--- src/sv/work_stealing_deque_macros.svh ---
// Assertion macros for the work-stealing deque controller.
`ifndef WORK_STEALING_DEQUE_MACROS_SVH
`define WORK_STEALING_DEQUE_MACROS_SVH

// The condition holds at every clock edge outside reset.
`define WSD_HOLDS(label, cond) \
  label: assert property (@(posedge clk) disable iff (rst) (cond)) \
    else $error("deque check failed");

// When the trigger is seen, the condition holds in the next cycle.
`define WSD_NEXT(label, trig, cond) \
  label: assert property (@(posedge clk) disable iff (rst) (trig) |=> (cond)) \
    else $error("deque check failed");

`endif

--- src/sv/wsd_pkg.sv ---
// Shared types, constants and position helpers for the work-stealing deque.
package wsd_pkg;

  localparam int CAPACITY = 16;
  localparam int TWO_CAP  = 2 * CAPACITY;
  localparam int PTR_W    = $clog2(TWO_CAP);
  localparam int IDX_W    = (CAPACITY > 1) ? $clog2(CAPACITY) : 1;
  localparam int HANDLE_W = 64;
  localparam int OCC_W    = 5;

  typedef logic [1:0]       kind_t;
  typedef logic [PTR_W-1:0] ptr_t;
  typedef logic [IDX_W-1:0] idx_t;
  typedef logic [OCC_W-1:0] occ_t;

  localparam kind_t KIND_PUSH  = 2'd0;
  localparam kind_t KIND_POP   = 2'd1;
  localparam kind_t KIND_STEAL = 2'd2;

  typedef struct packed {
    logic wr_en;
    logic rd_en;
    idx_t addr;
  } mem_req_t;

  typedef struct packed {
    logic valid;
    logic got;
    logic rejected;
    occ_t occ;
  } rsp_t;

  function automatic ptr_t pos_inc(input ptr_t p);
    ptr_t r;
    if (p == ptr_t'(TWO_CAP - 1)) begin
      r = '0;
    end else begin
      r = p + ptr_t'(1);
    end
    return r;
  endfunction

  function automatic ptr_t pos_dec(input ptr_t p);
    ptr_t r;
    if (p == '0) begin
      r = ptr_t'(TWO_CAP - 1);
    end else begin
      r = p - ptr_t'(1);
    end
    return r;
  endfunction

  function automatic idx_t slot_of(input ptr_t p);
    ptr_t s;
    if (p >= ptr_t'(CAPACITY)) begin
      s = p - ptr_t'(CAPACITY);
    end else begin
      s = p;
    end
    return idx_t'(s);
  endfunction

  function automatic ptr_t count_of(input ptr_t t, input ptr_t h);
    logic [PTR_W:0] wide;
    if (t >= h) begin
      wide = {1'b0, t} - {1'b0, h};
    end else begin
      wide = {1'b0, t} + (PTR_W+1)'(TWO_CAP) - {1'b0, h};
    end
    return wide[PTR_W-1:0];
  endfunction

endpackage

--- src/sv/wsd_ram.sv ---
// Single-port synchronous RAM with a registered read, used for task storage.
module wsd_ram #(
  parameter int DEPTH = 16,
  parameter int WIDTH = 64,
  parameter int AW    = (DEPTH > 1) ? $clog2(DEPTH) : 1
) (
  input  logic             clk,
  input  logic             wr_en,
  input  logic             rd_en,
  input  logic [AW-1:0]    addr,
  input  logic [WIDTH-1:0] wdata,
  output logic [WIDTH-1:0] rdata
);

  logic [WIDTH-1:0] mem [DEPTH];

  always_ff @(posedge clk) begin
    if (wr_en) begin
      mem[addr] <= wdata;
    end
  end

  always_ff @(posedge clk) begin
    if (rd_en) begin
      rdata <= mem[addr];
    end
  end

endmodule

--- src/sv/wsd_ctrl.sv ---
// Head and tail pointer control, slot addressing and result flags of the deque.
`include "work_stealing_deque_macros.svh"

module wsd_ctrl import wsd_pkg::*; (
  input  logic     clk,
  input  logic     rst,
  input  logic     start,
  input  kind_t    kind,
  output logic     busy,
  output mem_req_t mem_req,
  output rsp_t     rsp
);

  ptr_t head, head_next;
  ptr_t tail, tail_next;
  ptr_t cnt;
  rsp_t rsp_next;
  logic accept;

  assign accept = start && !busy;
  assign cnt    = count_of(tail, head);

  always_comb begin
    head_next         = head;
    tail_next         = tail;
    mem_req           = '0;
    rsp_next          = '0;
    rsp_next.valid    = accept;
    if (accept) begin
      case (kind)
        KIND_PUSH: begin
          if (cnt >= ptr_t'(CAPACITY)) begin
            rsp_next.rejected = 1'b1;
          end else begin
            mem_req.wr_en = 1'b1;
            mem_req.addr  = slot_of(tail);
            tail_next     = pos_inc(tail);
          end
        end
        KIND_POP: begin
          if (cnt != '0) begin
            mem_req.rd_en = 1'b1;
            mem_req.addr  = slot_of(pos_dec(tail));
            rsp_next.got  = 1'b1;
            if (cnt == ptr_t'(1)) begin
              head_next = pos_inc(head);
              tail_next = pos_inc(head);
            end else begin
              tail_next = pos_dec(tail);
            end
          end
        end
        KIND_STEAL: begin
          if (cnt != '0) begin
            mem_req.rd_en = 1'b1;
            mem_req.addr  = slot_of(head);
            rsp_next.got  = 1'b1;
            head_next     = pos_inc(head);
          end
        end
        default: begin
        end
      endcase
    end
    rsp_next.occ = occ_t'(count_of(tail_next, head_next));
  end

  always_ff @(posedge clk) begin
    rsp.got      <= rsp_next.got;
    rsp.rejected <= rsp_next.rejected;
    rsp.occ      <= rsp_next.occ;
    if (rst) begin
      head      <= '0;
      tail      <= '0;
      rsp.valid <= 1'b0;
    end else begin
      head      <= head_next;
      tail      <= tail_next;
      rsp.valid <= rsp_next.valid;
    end
  end

  always_ff @(posedge clk) begin
    busy <= rst;
  end

  `WSD_NEXT(a_result_follows, accept, rsp.valid)
  `WSD_NEXT(a_no_spurious_result, !accept, !rsp.valid)
  `WSD_HOLDS(a_flags_exclusive, !(rsp.valid && rsp.got && rsp.rejected))
  `WSD_HOLDS(a_count_bounded, count_of(tail, head) <= ptr_t'(CAPACITY))
  `WSD_HOLDS(a_single_access, !(mem_req.wr_en && mem_req.rd_en))

endmodule

--- src/sv/work_stealing_deque.sv ---
// Top level of the work-stealing task deque.
//
// Operations arrive on the command channel: start with kind and task_handle,
// taken at a rising edge where start is high and busy is low. A push stores
// task_handle at the tail, a pop takes the newest task from the tail and a
// steal takes the oldest task from the head. Unused kind codes do nothing.
// Every accepted operation yields one result beat, marked by done for a
// single cycle, in the cycle after the operation was accepted. The beat
// carries task_out (zero when nothing was taken), got_task, push_rejected for
// a push against a full deque, and occupancy after the operation.
// One operation is taken every cycle while busy is low; pointers update at
// acceptance; the task storage RAM is accessed at most once, reads registered.
// Synchronous reset empties the deque; busy is high for one cycle after reset.
// The receiver cannot stall, so results must be captured in the done cycle.
module work_stealing_deque import wsd_pkg::*; (
  input  logic                clk,
  input  logic                rst,
  input  logic                start,
  output logic                busy,
  input  logic [1:0]          kind,
  input  logic [HANDLE_W-1:0] task_handle,
  output logic                done,
  output logic [HANDLE_W-1:0] task_out,
  output logic                got_task,
  output logic                push_rejected,
  output logic [OCC_W-1:0]    occupancy
);

  mem_req_t            mem_req;
  rsp_t                rsp;
  logic [HANDLE_W-1:0] rdata;

  wsd_ctrl u_ctrl (
    .clk     (clk),
    .rst     (rst),
    .start   (start),
    .kind    (kind),
    .busy    (busy),
    .mem_req (mem_req),
    .rsp     (rsp)
  );

  wsd_ram #(
    .DEPTH (CAPACITY),
    .WIDTH (HANDLE_W)
  ) u_ram (
    .clk   (clk),
    .wr_en (mem_req.wr_en),
    .rd_en (mem_req.rd_en),
    .addr  (mem_req.addr),
    .wdata (task_handle),
    .rdata (rdata)
  );

  assign done          = rsp.valid;
  assign got_task      = rsp.got;
  assign push_rejected = rsp.rejected;
  assign occupancy     = rsp.occ;
  assign task_out      = rsp.got ? rdata : '0;

endmodule

--- config.mk ---
export PLATFORM = sky130hd
export DESIGN_NAME = work_stealing_deque
export DESIGN_NICKNAME = d
export VERILOG_FILES = /design/src/sv/wsd_pkg.sv /design/src/sv/wsd_ram.sv /design/src/sv/wsd_ctrl.sv /design/src/sv/work_stealing_deque.sv
export VERILOG_INCLUDE_DIRS = /design/src /design/src/sv
export SDC_FILE = /design/constraint.sdc
export NUM_CORES = 1
export LEC_CHECK = 0
export BUFFER_PORTS_ARGS = -buffer_cell sky130_fd_sc_hd__buf_2
export CAP_MARGIN = 20
export CORE_MARGIN = 5
export CORE_UTILIZATION = 30
export CTS_CLUSTER_DIAMETER = 40
export DETAILED_ROUTE_END_ITERATION = 6
export HOLD_SLACK_MARGIN = 0.06
export PLACE_DENSITY_LB_ADDON = 0.3
export SLEW_MARGIN = 30
export SYNTH_ARGS = -nofsm -noshare
export SYNTH_HDL_FRONTEND = slang
export SYNTH_SLANG_ARGS = --single-unit
--- constraint.sdc ---
create_clock -name clk -period 20 [get_ports clk]
set_clock_uncertainty 0.2 [all_clocks]
set_input_delay 3 -clock clk [delete_from_list [all_inputs] [get_ports clk]]
set_output_delay 3 -clock clk [all_outputs]
set_load 0.05 [all_outputs]
# Word-level counts from Yosys, hierarchy flattened
# Memories as Yosys holds them, arrays and structs flattened. A register that Yosys moved wholly into a read port is not among the register bits.
# Cells that the tools add are included.
[totals]
ff_bits = 19
latchBits = 0
ram_bits = 1024
romBits = 0
output_inout_bits = 73
wordCells = 73
n_memories = 1
[classes]
add_sub_neg = 12
mul = 0
n_div = 0
n_lt_le_gt_ge = 6
n_eq_ne = 5
shifts = 0
mux = 34
bitwise_logic = 0
reduce_logical = 8
[mem_list]
columns = ["memory", "words", "word_bits", "rd", "rd_ports_with_merged_regs", "wr", "line", "rtl"]
rows = [
  ["u_ram.mem", 16, 64, 1, 1, 1, "wsd_ram.sv:15", "logic [WIDTH-1:0] mem [DEPTH];"],
]
[ops]
columns = ["cell", "n"]
rows = [
  ["5-bit two-way mux", 18],
  ["64-bit two-way mux", 1],
  ["5-bit by 1-bit adder with 5-bit output (second input constant)", 4],
  ["5-bit >= comparator (second input constant)", 4],
  ["5-bit one-hot mux with 2 select lines", 2],
  ["5-bit subtractor", 4],
  ["4-bit two-way mux", 4],
  ["4-bit one-hot mux with 3 select lines", 1],
  ["4-bit by 1-bit subtractor with 4-bit output (second input constant)", 3],
  ["5-bit equality test (second input constant)", 2],
  ["5-bit >= comparator", 2],
  ["1-bit two-way mux", 6],
  ["6-bit two-way mux", 1],
  ["5-bit by 1-bit equality test with 1-bit output (second input constant)", 1],
  ["5-bit zero test", 1],
  ["5-bit nonzero test", 1],
  ["5-bit by 1-bit subtractor with 5-bit output (second input constant)", 1],
  ["2-bit AND reduction", 2],
  ["2-bit by 1-bit equality test with 1-bit output (second input constant)", 1],
  ["2-bit equality test (second input constant)", 1],
  ["2-bit zero test", 1],
  ["1-bit one-hot mux with 2 select lines", 1],
  ["2-bit OR reduction", 1],
  ["1-bit logical AND", 1],
  ["1-bit zero test", 1],
]

# Logic depth before layout (Yosys ltp)
[depth]
word_depth = 14
mapped_depth = 24

# By module
# A second synthesis with hierarchy kept.
[unflattened]
hier_cells = 1941
hier_area_um2 = 42406.9
[modules_own_cells]
columns = ["mod", "n_inst", "cells_each", "area_per_inst_um2", "seq_area_each_um2"]
rows = [
  ["wsd_ram", 1, 1648, 40158.5, 32671.3],
  ["wsd_ctrl", 1, 223, 1737.9, 380.4],
  ["work_stealing_deque", 1, 70, 510.5, 0.0],
]

# Least setup slack after synthesis
# No wires, ideal clock.
[synth_timing]
kind = "input to register"
startpoint = "in kind[0]"
endpoint = "mem u_ram.mem[6][0], enable pin"
setup_time_ns = 0.564
t_arrival_ns = 9.222
slack_ns = 10.014
cell_stages = 9
path_cell_list = "ha_1 -> nor2_1 -> nand2_1 -> a41o_1 -> a211o_1 -> buf_4 -> clkbuf_1 -> buf_1 -> nor3_1"
[synth_between]
elab_chain_cells = 5
elab_cells_between_ends = 8
cone_classes = "eq/ne: 2; mux: 5; reduce/logical: 1"
[synth_rtl]
columns = ["item", "line", "rtl"]
rows = [
  ["start: declaration", "work_stealing_deque.sv:20", "input logic [1:0] kind,"],
  ["2-bit zero test", "wsd_ctrl.sv:30", "case (kind)"],
  ["1-bit two-way mux", "wsd_ctrl.sv:30", ""],
  ["6-bit two-way mux *", "wsd_ctrl.sv:29", "if (accept) begin"],
  ["1-bit two-way mux", "wsd_ram.sv:18", "if (wr_en) begin"],
  ["1-bit two-way mux (not written as such)", "wsd_ram.sv:19", "mem[addr] <= wdata;"],
  ["end: declaration", "wsd_ram.sv:15", ""],
]
# Every way passes the cells marked *; elsewhere a longest branch is shown, timed or not.

# Worst setup path in the final report
[layout_timing]
startpoint = "in kind[1]"
endpoint = "reg u_ram.rdata[61] (read register of u_ram.mem) (data pin)"
[layout_between]
elab_chain_cells = 3
elab_cells_between_ends = 6
cone_classes = "eq/ne: 2; mux: 3; reduce/logical: 1"
[layout_rtl]
columns = ["item", "line", "rtl"]
rows = [
  ["2-bit equality test (tied with other cells)", "wsd_ctrl.sv:30", ""],
  ["4-bit one-hot mux with 3 select lines or 1-bit one-hot mux with 2 select lines (tied branches)", "wsd_ctrl.sv:30", ""],
  ["6-bit two-way mux *", "wsd_ctrl.sv:29", ""],
  ["end: declaration", "wsd_ram.sv:12", "output logic [WIDTH-1:0] rdata"],
]
# Marked as above.
# A chain may end at the register's enable or synchronous reset.

==> results.toml <==
[status]
status = "finished clean"

[die]
rows = 137
core_area_sq_um = 139000
ioPinCount = 142
die_area_sq_um = 147000
die_x_um = 383
die_h_um = 383
start_util_pct = 30.1

[power_and_ir_drop]
p_leak_nw = 15.9
p_per_area_nw_per_um2 = 120
finalPower_mw = 5.99
ir_drop_uv = 85.5

[grt]
grtUsageTotal_pct = 15.6
grt_max_degree = 78
antenna_found_initial = 23
grt_pass1_wl_mm = 169
grt_pass1_vias = 24000
overflow = 0

[sta]
slew_viol_final = 0
finalHoldViolCount = 0
setup_viol = 0
rsz0062_at_grt = "no"
fmax_mhz = 123
maxSlewHeadroom_pct = 28.1
max_slew.worst_pin.slew_ns = 1.08
layout_min_cycle_time_ns = 8.15
setup_tns_ns = 0
period_share_pct = 40.7

[worst_hold_path]
hp-class = "flip-flop to flip-flop"

[clocking]
clk_pin_slew_ns = 0.06
clock-sinks = 1107
cts_max_level = 4
cts.path.max_buffers = 3
cts-buffers-inserted = 145
root_buffer = "clkbuf_16"
postCtsSetupBuffers = 0
ctsHoldBuffers = 0
cts_tree = "built"
worst_skew_pair.late_latency_ns = 0.75
cts-resized-gates = 0

[route]
totalWireLength_mm = 118
post-route-drc-count = 0
vias = 24000
wl_per_cell_um = 25.7
ant_nets = 0
via_per_inst = 5.26
drtPass1Iterations = 6
dr.first_iter.drc_count = 2273

[yosys]
async_reset_ff_share_pct = 0
ys.flop_type = "edfxtp_1"
synth-seq-cells = 1107
yosys-top-cells-area = "edfxtp_1 78%, a22oi_1 6.5%, a222oi_1 1.1%, a22o_1 1.0%, and2_1 1.0%"
synth_top_area_share_pct = 78.2
syn-cell-area_sq_um = 41800
syn_inst = 2389
synth_cell_types = 81
synth.largest_area_cell = "edfxtp_1"
synth_edf_count = 1088
synth_common_cells = "1088 x edfxtp_1, 364 x a22oi_1, 82 x buf_2, 68 x and2_1, 68 x clkbuf_1"
yosysWarningCount = 0
synth_nets = 2477
synth.avg_cell_area_sq_um = 17.5
yosysSeqAreaShare_pct = 79.1
yosysMostFrequentCell = "edfxtp_1"

[critical_path]
worstPathRequired_ns = 20.42
crit_fanout = 76
worstSetupStartpointType = "primary input"
critPathLaunch = "kind[1]"
r2r-end = "u_ram.rdata[61]"
end_kind = "flip-flop"
cp.arrival_ns = 8.57
timing.rr.start = "u_ctrl.tail[0]"
rrSetupSlack_ns = 13.01
path_class = "primary input to flip-flop"
endpoint = "u_ram.rdata[61]"
rr_worst_depth = 16

[final_layout]
area_growth_pct = 19.7
final_area_sq_um = 50000
drive_gt1_share_pct = 18.2
fillers = 13000
nets = 2662
layout.cells.non_filler = 4572

[placement]
dp.cells = 4302
dp_hpwl_mm = 61.6
gp_congestion = 0.784
place_area_sq_um = 44900
io_buffers = 141

[job]
drv_cap = 0
registers in the layout, indices dropped and copies added (netlist names):
register     count
u_ram.mem     1024
u_ram.rdata     64
u_ctrl.rsp       8
u_ctrl.head      5
u_ctrl.tail      5
u_ctrl.busy      1
per-layer routing:
metal	GRT usage, %	up-vias	wire, um
met5	0	-	59
li1	-	10400	-
met1	20.7	12500	50300
met3	3.31	220	7460
met4	4.53	8	2870
met2	25.9	865	56800
area by class of cell:
cell class / count / area, sq um / share of cell area, %
clock inverter: 104 / 1330 / 2.65
sequential: 1107 / 33100 / 66.1
tap: 1876 / 2350 / 4.69
timing repair buffer: 205 / 1330 / 2.65
antenna: 4 / 10.0 / 0.0200
multi-input combinational: 1098 / 8160 / 16.3
inverter: 17 / 63.8 / 0.128
clock buffer: 161 / 3740 / 7.48
kinds of logic (layout without fill, tap and decap cells):
| family | count (synthesis) | in the layout | share of synthesized area (%) |
|---|---|---|---|
| AO/OA/AOI/OAI | 756 | 756 | 14.1 |
| XOR/XNOR | 12 | 12 | 0.269 |
| adder cells (fa/ha/maj) | 20 | 20 | 0.611 |
| buffers and inverters | 184 | 487 | 1.95 |
| flip-flops | 1107 | 1107 | 79.1 |
| multiplexers | 7 | 7 | 0.180 |
| other | 0 | 4 | 0 |
| AND/OR/NAND/NOR | 303 | 303 | 3.87 |
worst min path at each step:
stage / end / startpoint / cells after the start / slack (ns)
3_5_place_dp: u_ram.rdata[9] / u_ram.mem[1][9] / 2 / 0.33
2_1_floorplan: u_ram.rdata[20] / u_ram.mem[13][20] / 2 / 0.31
3_3_place_gp: u_ram.rdata[30] / u_ram.mem[13][30] / 1 / 0.32
5_1_grt: u_ram.rdata[12] / u_ram.mem[13][12] / 1 / 0.36
6_report: u_ram.rdata[6] / u_ram.mem[13][6] / 1 / 0.34
4_1_cts: u_ram.rdata[30] / u_ram.mem[13][30] / 1 / 0.34
report_power, final:
group	switching [mW]	internal (mW)
combinational	0.496	0.214
clock	1.02	1.64
sequential	0.0180	2.59
total	1.54	4.45
critical path: stages:
cell      delay [ns]
buf_2           0.12
inv_1           0.07
ha_1            0.44
inv_1           0.27
o21ai_0         0.43
and2_1          0.20
o41ai_2         0.14
a211oi_4        0.27
buf_4           0.55
buf_4           0.75
buf_4           0.69
buf_4           0.78
a22oi_1         0.15
o22a_1          0.25
o221ai_1        0.07
a2111o_1        0.15
through the flow:
stage	worst slack [ns]	hold slack (ns)	util, %
2_1_floorplan	10.01	0.311	-
3_3_place_gp	11.30	0.320	32.2
3_5_place_dp	11.15	0.325	32.3
4_1_cts	11.96	0.345	36.0
5_1_grt	11.48	0.359	36.0
6_report	11.85	0.344	36.0
cell usage in the layout (no fill, tap or decap), types with 25 or more instances in the layout:
| cell type | Yosys | layout |
|---|---|---|
| a2111o_1 | 27 | 27 |
| a222oi_1 | 45 | 45 |
| a22o_1 | 49 | 49 |
| a22oi_1 | 364 | 364 |
| and2_1 | 68 | 68 |
| buf_2 | 82 | 141 |
| buf_4 | 4 | 53 |
| clkbuf_16 | 0 | 147 |
| edfxtp_1 | 1088 | 1088 |
| nand2_1 | 62 | 62 |
| nor2_1 | 64 | 53 |
| o21ai_0 | 44 | 43 |
| o21ai_1 | 25 | 25 |
| o221ai_1 | 27 | 27 |
| o22a_1 | 29 | 29 |
| o22ai_1 | 66 | 66 |
Power figures use the tool's default switching activity.
